## src/hdl/cfps_pkg.sv

```systemverilog
// Package for the click-free pulse period write sequencer.
// Beat types, microcode word layout and the microcode table. No dependencies.
package cfps_pkg;

    // Request beat: one period update.
    typedef struct packed {
        logic [10:0] new_period;
        logic        force_req;
        logic        notes_active;
        logic [3:0]  volume;
        logic [1:0]  duty;
    } req_beat_t;

    // Write beat: one sound chip register write.
    typedef struct packed {
        logic [4:0] reg_addr;
        logic [7:0] reg_data;
        logic       last;
    } wr_beat_t;

    // Step addresses of the microprogram.
    localparam int STEP_W = 4;
    localparam logic [STEP_W-1:0] STEP_CTRL = 4'd0;
    localparam logic [STEP_W-1:0] STEP_HI   = 4'd1;
    localparam logic [STEP_W-1:0] STEP_SW0  = 4'd2;
    localparam logic [STEP_W-1:0] STEP_SW1  = 4'd3;
    localparam logic [STEP_W-1:0] STEP_SW2  = 4'd4;
    localparam logic [STEP_W-1:0] STEP_SW3  = 4'd5;
    localparam logic [STEP_W-1:0] STEP_SW4  = 4'd6;
    localparam logic [STEP_W-1:0] STEP_LO   = 4'd7;
    localparam logic [STEP_W-1:0] STEP_END  = 4'd8;

    // Data source selects.
    localparam logic [2:0] DSEL_CONST = 3'd0;
    localparam logic [2:0] DSEL_CTRL  = 3'd1;
    localparam logic [2:0] DSEL_HI    = 3'd2;
    localparam logic [2:0] DSEL_LO    = 3'd3;
    localparam logic [2:0] DSEL_DIR6  = 3'd4;
    localparam logic [2:0] DSEL_DIR5  = 3'd5;

    // Jump conditions.
    localparam logic [1:0] JMP_NEVER  = 2'd0;
    localparam logic [1:0] JMP_ALWAYS = 2'd1;
    localparam logic [1:0] JMP_SAME   = 2'd2;
    localparam logic [1:0] JMP_MORE   = 2'd3;

    // Register offsets.
    localparam logic [4:0] ADDR_CTRL  = 5'h04;
    localparam logic [4:0] ADDR_SWEEP = 5'h05;
    localparam logic [4:0] ADDR_LO    = 5'h06;
    localparam logic [4:0] ADDR_HI    = 5'h07;
    localparam logic [4:0] ADDR_FRAME = 5'h17;
    localparam logic [4:0] ADDR_TERM  = 5'h1F;

    // Data constants.
    localparam logic [7:0] CTRL_BASE  = 8'h30;
    localparam logic [7:0] FRAME_A    = 8'h40;
    localparam logic [7:0] FRAME_B    = 8'hC0;
    localparam logic [7:0] SWEEP_OFF  = 8'h0F;
    localparam logic [7:0] LO_UP      = 8'hFF;
    localparam logic [7:0] LO_DOWN    = 8'h00;
    localparam logic [7:0] SWEEP_UP   = 8'h87;
    localparam logic [7:0] SWEEP_DOWN = 8'h8F;

    // One control word.
    typedef struct packed {
        logic [4:0]        addr;
        logic [2:0]        dsel;
        logic [7:0]        data;
        logic [1:0]        jmp;
        logic [STEP_W-1:0] target;
        logic              dec;
        logic              last;
    } ucode_t;

    // Sequencer job, latched when a request is taken.
    typedef struct packed {
        logic [7:0]        ctrl;
        logic [2:0]        hi;
        logic [7:0]        lo;
        logic              up;
        logic              same;
        logic [2:0]        cnt;
        logic [STEP_W-1:0] entry;
    } job_t;

    // Microprogram table. Falls through to step + 1 unless the jump is taken.
    function automatic ucode_t ucode_rom(input logic [STEP_W-1:0] step);
        ucode_t w;
        unique case (step)
            STEP_CTRL: w = '{ADDR_CTRL,  DSEL_CTRL,  8'h00,     JMP_SAME,   STEP_LO,  1'b0, 1'b0};
            STEP_HI:   w = '{ADDR_HI,    DSEL_HI,    8'h00,     JMP_ALWAYS, STEP_LO,  1'b0, 1'b0};
            STEP_SW0:  w = '{ADDR_FRAME, DSEL_CONST, FRAME_A,   JMP_NEVER,  STEP_SW0, 1'b0, 1'b0};
            STEP_SW1:  w = '{ADDR_LO,    DSEL_DIR6,  8'h00,     JMP_NEVER,  STEP_SW0, 1'b0, 1'b0};
            STEP_SW2:  w = '{ADDR_SWEEP, DSEL_DIR5,  8'h00,     JMP_NEVER,  STEP_SW0, 1'b0, 1'b0};
            STEP_SW3:  w = '{ADDR_FRAME, DSEL_CONST, FRAME_B,   JMP_NEVER,  STEP_SW0, 1'b0, 1'b0};
            STEP_SW4:  w = '{ADDR_SWEEP, DSEL_CONST, SWEEP_OFF, JMP_MORE,   STEP_SW0, 1'b1, 1'b0};
            STEP_LO:   w = '{ADDR_LO,    DSEL_LO,    8'h00,     JMP_NEVER,  STEP_END, 1'b0, 1'b0};
            STEP_END:  w = '{ADDR_TERM,  DSEL_CONST, 8'h00,     JMP_NEVER,  STEP_END, 1'b0, 1'b1};
            default:   w = '{ADDR_TERM,  DSEL_CONST, 8'h00,     JMP_NEVER,  STEP_END, 1'b0, 1'b1};
        endcase
        return w;
    endfunction

endpackage

```

## src/hdl/click_free_pulse_period_write_sequencer_unit.sv

```systemverilog
// A taken request is latched into the job register and step counter of cfps_seq;
// its 2..37 write beats come out of the microcode step counter, one beat a cycle
// unless wr_stall holds the output; the sweep loop repeats five steps.
// The next request is taken once the terminating write is in the output register.
// Reset: asynchronous, active low; clears the current period to zero and idles.
// Depends on cfps_pkg and cfps_seq.
module click_free_pulse_period_write_sequencer_unit (
    input  logic                 clk,
    input  logic                 rst_n,
    input  logic                 req_valid,
    output logic                 req_stall,
    input  cfps_pkg::req_beat_t  req,
    output logic                 wr_valid,
    input  logic                 wr_stall,
    output cfps_pkg::wr_beat_t   wr
);

    logic [10:0]        cur_period_reg;
    logic               wr_valid_reg;
    cfps_pkg::wr_beat_t wr_reg;
    logic               busy;
    logic               accept;
    logic               load;
    cfps_pkg::wr_beat_t beat;
    cfps_pkg::job_t     job;
    logic               direct;
    logic               up;
    logic [2:0]         nhi;
    logic [2:0]         chi;
    logic [2:0]         cnt;

    assign req_stall = busy;
    assign accept    = req_valid && !busy;
    assign load      = busy && (!wr_valid_reg || !wr_stall);

    // Job setup from the request and the installed period
    always_comb
    begin
        direct = req.force_req || !req.notes_active;
        up     = req.new_period > cur_period_reg;
        nhi    = req.new_period[10:8];
        chi    = cur_period_reg[10:8];
        cnt    = up ? (nhi - chi) : (chi - nhi);
        job.ctrl = (cfps_pkg::CTRL_BASE + {4'd0, req.volume}) | {req.duty, 6'd0};
        job.hi   = nhi;
        job.lo   = req.new_period[7:0];
        job.up   = up;
        job.same = (req.new_period == cur_period_reg);
        job.cnt  = cnt;
        priority if (direct)
            job.entry = cfps_pkg::STEP_CTRL;
        else if (cnt != 3'd0)
            job.entry = cfps_pkg::STEP_SW0;
        else
            job.entry = cfps_pkg::STEP_LO;
    end

    cfps_seq u_seq (
        .clk   (clk),
        .rst_n (rst_n),
        .start (accept),
        .job   (job),
        .adv   (load),
        .busy  (busy),
        .beat  (beat)
    );

    // Installed period
    always_ff @(posedge clk or negedge rst_n)
    begin
        if (!rst_n)
            cur_period_reg <= 11'd0;
        else if (accept)
            cur_period_reg <= req.new_period;
    end

    // Output register
    always_ff @(posedge clk or negedge rst_n)
    begin
        if (!rst_n)
            wr_valid_reg <= 1'b0;
        else if (load)
            wr_valid_reg <= 1'b1;
        else if (!wr_stall)
            wr_valid_reg <= 1'b0;
    end

    always_ff @(posedge clk)
    begin
        if (load)
            wr_reg <= beat;
    end

    assign wr_valid = wr_valid_reg;
    assign wr       = wr_reg;

`ifndef ASSERT_OFF
    // A taken request keeps the input stalled in the next cycle
    a_accept_busy: assert property (@(posedge clk) disable iff (!rst_n)
        accept |=> req_stall)
        else $error("request taken but sequencer not busy");

    // The sequencer goes idle only after loading the terminating write
    a_idle_after_last: assert property (@(posedge clk) disable iff (!rst_n)
        $fell(req_stall) |-> (wr_valid && wr.last))
        else $error("sequencer idle without terminating write");

    // Two terminating writes never follow each other
    a_no_double_last: assert property (@(posedge clk) disable iff (!rst_n)
        (wr_valid && !wr_stall && wr.last) |=> (!wr_valid || !wr.last))
        else $error("terminating write repeated");

    // The last flag rides only on the terminating register
    a_last_addr: assert property (@(posedge clk) disable iff (!rst_n)
        (wr_valid && wr.last) |-> (wr.reg_addr == cfps_pkg::ADDR_TERM))
        else $error("last flag on wrong register");
`endif

endmodule

```

## src/hdl/cfps_seq.sv

```systemverilog
// Microcoded write sequencer: step counter, sweep counter and datapath.
// Depends on cfps_pkg for the job, beat and control word types.
module cfps_seq (
    input  logic            clk,
    input  logic            rst_n,
    input  logic            start,
    input  cfps_pkg::job_t  job,
    input  logic            adv,
    output logic            busy,
    output cfps_pkg::wr_beat_t beat
);

    logic [cfps_pkg::STEP_W-1:0] pc_reg, pc_next;
    logic [2:0]                  cnt_reg, cnt_next;
    logic                        busy_reg, busy_next;
    cfps_pkg::job_t              job_reg;
    cfps_pkg::ucode_t            uw;
    logic                        take;
    logic [7:0]                  data;

    assign uw = cfps_pkg::ucode_rom(pc_reg);

    // Jump decision
    always_comb
    begin
        unique case (uw.jmp)
            cfps_pkg::JMP_NEVER:  take = 1'b0;
            cfps_pkg::JMP_ALWAYS: take = 1'b1;
            cfps_pkg::JMP_SAME:   take = job_reg.same;
            cfps_pkg::JMP_MORE:   take = (cnt_reg != 3'd1);
            default:              take = 1'b0;
        endcase
    end

    // Data source select
    always_comb
    begin
        unique case (uw.dsel)
            cfps_pkg::DSEL_CONST: data = uw.data;
            cfps_pkg::DSEL_CTRL:  data = job_reg.ctrl;
            cfps_pkg::DSEL_HI:    data = {5'd0, job_reg.hi};
            cfps_pkg::DSEL_LO:    data = job_reg.lo;
            cfps_pkg::DSEL_DIR6:  data = job_reg.up ? cfps_pkg::LO_UP : cfps_pkg::LO_DOWN;
            cfps_pkg::DSEL_DIR5:  data = job_reg.up ? cfps_pkg::SWEEP_UP : cfps_pkg::SWEEP_DOWN;
            default:              data = uw.data;
        endcase
    end

    assign beat = '{reg_addr: uw.addr, reg_data: data, last: uw.last};
    assign busy = busy_reg;

    // Step advance
    always_comb
    begin
        pc_next   = pc_reg;
        cnt_next  = cnt_reg;
        busy_next = busy_reg;
        if (start)
        begin
            pc_next   = job.entry;
            cnt_next  = job.cnt;
            busy_next = 1'b1;
        end
        else if (adv)
        begin
            pc_next = take ? uw.target : pc_reg + 1'b1;
            if (uw.dec)
                cnt_next = cnt_reg - 1'b1;
            if (uw.last)
                busy_next = 1'b0;
        end
    end

    always_ff @(posedge clk or negedge rst_n)
    begin
        if (!rst_n)
        begin
            pc_reg   <= cfps_pkg::STEP_END;
            cnt_reg  <= 3'd0;
            busy_reg <= 1'b0;
        end
        else
        begin
            pc_reg   <= pc_next;
            cnt_reg  <= cnt_next;
            busy_reg <= busy_next;
        end
    end

    // Job payload, no reset needed
    always_ff @(posedge clk)
    begin
        if (start)
            job_reg <= job;
    end

endmodule
```

## config.mk

```make
export PLATFORM = sky130hd
export DESIGN_NAME = click_free_pulse_period_write_sequencer_unit
export DESIGN_NICKNAME = d
export VERILOG_FILES = /design/src/hdl/cfps_pkg.sv /design/src/hdl/click_free_pulse_period_write_sequencer_unit.sv /design/src/hdl/cfps_seq.sv
export SDC_FILE = /design/constraint.sdc
export NUM_CORES = 1
export LEC_CHECK = 0
export ABC_AREA = 1
export BUFFER_PORTS_ARGS = -buffer_cell sky130_fd_sc_hd__buf_2
export CORE_ASPECT_RATIO = 0.6
export CORE_MARGIN = 2
export CORE_UTILIZATION = 30
export CTS_BUF_LIST = sky130_fd_sc_hd__clkbuf_16
export CTS_CLUSTER_DIAMETER = 50
export CTS_CLUSTER_SIZE = 40
export DETAILED_ROUTE_END_ITERATION = 10
export SYNTH_ARGS = -nofsm -noshare
export SYNTH_HDL_FRONTEND = slang
export SYNTH_HIERARCHICAL = 1
export SYNTH_SLANG_ARGS = --single-unit
export TNS_END_PERCENT = 10
```

## constraint.sdc

```tcl
create_clock -name clk -period 3.8 [get_ports clk]
set_input_delay 0 -clock clk [delete_from_list [all_inputs] [get_ports clk]]
set_output_delay 0 -clock clk [all_outputs]
set_load 0.03 [all_outputs]
```

; ---- After elaboration in Yosys (flattened, before gate mapping)
; Memory sizes are Yosys's and may differ from the RTL's.
; Cells that the tools add are included.
[word_totals]
output_inout_bits = 16
mem_bits_ro = 336
memories = 1
in_bits = 23
elab_cells = 65
register_bits = 55
[op_classes]
bitwise_logic = 1
n_lt_le_gt_ge = 1
n_eq_ne = 11
n_mux = 18
reduce_logical = 15
add_sub_neg = 5
[memory_table]
columns = name, depth, width, rd, rd_ports_with_merged_regs, wr, line
row1 = (name not given), 16, 21, 1, 0, 0, cfps_pkg.sv:90  ; unique case (step)
[op_table]
columns = op, count
row1 = one-hot mux 8 bit (5 select lines), 1
row2 = 2-to-1 mux 4 bit, 5
row3 = 2-to-1 mux 3 bit, 5
row4 = equality test 11 bit, 1
row5 = greater-than comparator 11 bit, 1
row6 = 2-to-1 mux 8 bit, 1
row7 = bitwise OR 7 x 8 -> 8 bit, 1
row8 = adder 6 x 4 -> 7 bit (first input constant), 1
row9 = equality test 3 x 2 -> 1 bit (second input constant), 2
row10 = equality test 3 bit (second input constant), 2
row11 = nonzero test 2 bit, 3
row12 = subtractor 3 bit, 2
row13 = 2-to-1 mux 1 bit, 5
row14 = adder 4 x 1 -> 4 bit (second input constant), 1
row15 = equality test 2 bit (second input constant), 2
row16 = logical NOT 1 bit, 4
row17 = one-hot mux 1 bit (4 select lines), 1
row18 = AND reduction 2 bit, 2
row19 = equality test 3 x 1 -> 1 bit (second input constant), 1
row20 = != test 3 x 1 -> 1 bit (second input constant), 1
row21 = nonzero test 3 bit, 1
row22 = subtractor 3 x 1 -> 3 bit (second input constant), 1
row23 = equality test 2 x 1 -> 1 bit (second input constant), 1
row24 = logical AND 1 bit, 2
row25 = 3 further kinds, 4

; ---- Longest topological paths before layout
[logic_depth]
depth_word = 6
depth_mapped = 15
ltp_nobuf = 15

; ---- Hierarchy
; Netlist, hierarchy kept.
[modules_own_cells]
columns = module, cells_per_inst, area_per_inst_um2, seq_area_each_um2, instances
row1 = cfps_seq, 192, 1739.2, 832.0, 1
row2 = click_free_pulse_period_write_sequencer_unit, 133, 1356.3, 720.7, 1

; ---- Least setup slack after synthesis
; No wires, ideal clock.
[synth_path]
path_kind = register to register
from = register u_seq.busy_reg (netlist: u_seq/busy)
to = register u_seq/pc_reg[1] in the netlist's numbering
slack_ps = 1794
path_buffers = 0
path_stages_with_launch = 7
period_less_slack_ps = 2006
arrival_time_ps = 1940
setup_time_ps = 66
required_time_ps = 3734
path_cell_list = dfrtp_1 > inv_1 > a21oi_1 > inv_1 > nor2_1 > nand3_1 > nand2_1
[synth_between]
word_cells_on_any_way = 5
classes_between = mux (1) / reduce/logical (4)
[synth_lines]
columns = element, line
row1 = "start, declared", cfps_seq.sv:15  ; logic busy_reg, busy_next;
row2 = "start signal, assigned", cfps_seq.sv:86  ; busy_reg <= busy_next;
row3 = logical AND 1 bit, click_free_pulse_period_write_sequencer_unit.sv:34  ; assign load = busy && (!wr_valid_reg || !wr_stall);
row4 = net load, click_free_pulse_period_write_sequencer_unit.sv:23  ; logic load;
row5 = nonzero test 2 bit (no line), n/a
row6 = "end signal, assigned", cfps_seq.sv:78  ; pc_reg <= cfps_pkg::STEP_END;
row7 = "end signal, assigned", cfps_seq.sv:84  ; pc_reg <= pc_next;
row8 = "end, declared", cfps_seq.sv:13  ; logic [cfps_pkg::STEP_W-1:0] pc_reg, pc_next;
; The timed path passes the listed nets, and every way through them passes these cells.
; A chain may end at the register's enable or synchronous reset.

==> flow_summary.yaml <==
run_status:
  status: "finished, final reports clean"
setup_path:
  critPathMaxFanout: 4
  crit_top_cell: "nand2_2"
  r2r_slack_ns: 1.88
  crit_chain: "dlygate4sd3_1, buf_2, inv_1, ha_1, nand2_1, inv_1, nand2_2, nor2_4, nand4_2, nand2_2, nand2_2, nand2_2, nor2_2, a22oi_1, nand2_1"
  startpoint: "req[16]"
  r2r-start: "cur_period_reg[8]"
  crit_cells: 15
  worst-setup-path-type: "in2reg"
  end_kind: "register"
  reg2reg_to: "u_seq/pc_reg[0]"
  cp-start-kind: "primary input"
  reg2regPathDepth: 12
  endpoint: "u_seq/pc_reg[0]"
  worst_path_largest_cell_delay_ns: 0.51
  crit_required_ns: 3.98
  arrival_ns: 2.16
  critPathSlowestCell: "dlygate4sd3_1"
  crit_buf_inv: 4
  critical_path.top_delay_family: "buffers and inverters"
yosys:
  yosysTopAreaCell: "edfxtp_1"
  seq_area_frac_synth: 0.502
  syn_area_um2: 3100
  syn_inst: 325
  async_flop_share: 0.364
  syn-mean-instance-area_um2: 9.52
  synth_top_flop_cell: "edfxtp_1"
  synth_top_area_share: 0.340
  yosysUniqueCellTypes: 36
  yosys_register_bits: 55
  synth_edf_count: 35
  yosysWarnings: 6
  synthTopCellsByArea: "edfxtp_1, dfrtp_1, nand2_1"
floorplanning:
  dieArea_um2: 11200
  die_y_um: 82.7
  start_util: 0.311
  die-width_um: 135
  io-pin-count: 39
  core_area_um2: 9950
  rows: 28
global_routing:
  grt_usage: 0.125
  grt_max_degree: 51
  grt-ovfl-total: 0
  grt_antenna_before_repair: 0
  first_global_vias: 2162
  grt_pass1_wl_mm: 10.7
sta:
  rsz0062_at_grt: "false"
  clock.fmax_ghz: 0.505
  finClkSkew_ns: 0.00536
  finalCritPeriodShare: 0.521
  final_hold_viol_count: 0
  post-route-min-period_ns: 1.98
  slew_viol_final: 0
  setup_tns_ns: 0
  max_slew_margin: 0.374
  worst_pin_slew_ns: 0.939
  setup_viol: 0
cts:
  numCtsBuffers: 5
  clkSlewWorstSetupHoldPaths_ns: 0.07
  cts_tree: "yes"
  clock_path_buffers: 2
  insertion_delay_ns: 0.29
  cts_hold_buf: 19
  clock-sinks: 55
  clockRootBuffer: "clkbuf_16"
  cts_resized: 0
  cts_setup_buffers: 0
  h-tree-depth: 2
pwr:
  combPwrFrac: 0.473
  ir_drop_uv: 312
  intPower_w: 0.00175
  sw_frac_of_total: 0.423
  p_sw_w: 0.00128
  seqPwrFrac: 0.337
  clock_power_share: 0.190
  total_power_w: 0.00303
  p_per_area_nw_per_um2: 800
  p_leak_nw: 1.78
detailed_routing:
  vias: 2310
  antenna_left: 0
  wirelength_mm: 6.36
  routed_via_density: 4.44
  avgRoutedWirePerCell_um: 12.2
  drt_iter0_drc: 162
  drc: 0
  first_pass_iters: 4
layout:
  largest_reg_flops: 21
  final_cell_mix: "nand2_1, inv_1, buf_2"
  stdcell_count: 520
  nets: 430
  diodes: 0
  layout_commonest_cell: "nand2_1"
  drive_gt1_frac: 0.203
  syn_to_final_growth_pct: 22.6
place:
  place_inst: 493
  port_buffers: 38
  gp_congestion: 0.848
  dp_hpwl_mm: 4.82
hold_path:
  hold_path_class: "in2reg"
flow_run:
  max-cap-violations: 0
[metal layers]
metal,wire (um),global-route usage,vias to the layer above
met5,0,0,-
met4,51,0.0281,0
met3,449,0.0385,7
met2,2560,0.178,66
met1,3300,0.184,1063
li1,-,-,1174
[worst register-to-register path, cell delays in order, from the launching register on]
cell and delay (ns):
dfrtp_1 0.40, ha_1 0.34, nand2_1 0.07, inv_1 0.10, nand2_2 0.08, nor2_4 0.12, nand4_2 0.12, nand2_2 0.14
nand2_2 0.06, nand2_2 0.07, nor2_2 0.06, a22oi_1 0.18, nand2_1 0.08
[kinds of logic after synthesis]
kind of cell / Yosys count / synth area share
AND/OR/NAND/NOR: 146 / 0.242
buffers and inverters: 59 / 0.0804
flip-flops: 55 / 0.502
AO/OA/AOI/OAI: 36 / 0.0659
adder cells (fa/ha/maj): 23 / 0.0978
XOR/XNOR: 3 / 0.00849
other: 3 / 0.00364
[how the worst min path moves through the flow]
stage / startpoint / endpoint / slack, ns / cells after the start
final: req_valid / cur_period_reg[9] / 0.13 / 4
after detailed placement: rst_n / cur_period_reg[2] / 0.001 / 1
after floorplan: rst_n / cur_period_reg[0] / -0.30 / 0
after CTS: req_valid / cur_period_reg[9] / 0.14 / 4
after global placement: rst_n / cur_period_reg[2] / -0.007 / 1
after global routing: req[7] / u_seq/pc_reg[1] / 0.18 / 4
[layout make-up]
| cell class | instances | area [um2] |
|---|---|---|
| fill | 994 | 6150 |
| sequential | 55 | 1550 |
| multi-input combinational | 212 | 1300 |
| timing repair buffer | 58 | 388 |
| inverter | 52 | 195 |
| tap | 135 | 169 |
| clock buffer | 5 | 125 |
| clock inverter | 3 | 63.8 |
[power by group through the flow]
stage	Clock [W]	Sequential, W	Combinational (W)
CTS	0.000594	0.00103	0.00144
global placement	0	0.00103	0.00140
detailed placement	0	0.00104	0.00141
finish	0.000578	0.00102	0.00143
global route	0.000615	0.00105	0.00164
floorplan	0	0.00117	0.000969
[through the flow]
step                       util  hold slack, ns  cell area, um2  setup WS [ns]
final                     0.381           0.134            3790           1.82
after global placement    0.343        -0.00692            3420           1.92
after floorplan               -          -0.296            3100           1.79
after global routing      0.381           0.183            3790           1.68
after detailed placement  0.343        0.000952            3420           1.89
after CTS                 0.381           0.137            3790           1.82
[Yosys cell counts (2+ instances only)]
| cell | count |
|---|---|
| nand4_1 | 6 |
| nand3_1 | 23 |
| a21oi_1 | 7 |
| ha_1 | 21 |
| nor2_2 | 4 |
| nand3_2 | 3 |
| nor2_4 | 2 |
| dfrtp_1 | 19 |
| nand3_4 | 3 |
| nand2_2 | 8 |
| o21ai_0 | 20 |
| fa_1 | 2 |
| buf_6 | 2 |
| nand2_1 | 75 |
| inv_2 | 4 |
| o211ai_1 | 2 |
| a22oi_1 | 4 |
| inv_1 | 47 |
| nor2_1 | 15 |
| nand2_4 | 3 |
| conb_1 | 3 |
| buf_4 | 3 |
| xnor2_1 | 2 |
| edfxtp_1 | 35 |
No activity file was read; power rests on OpenSTA's default activity.
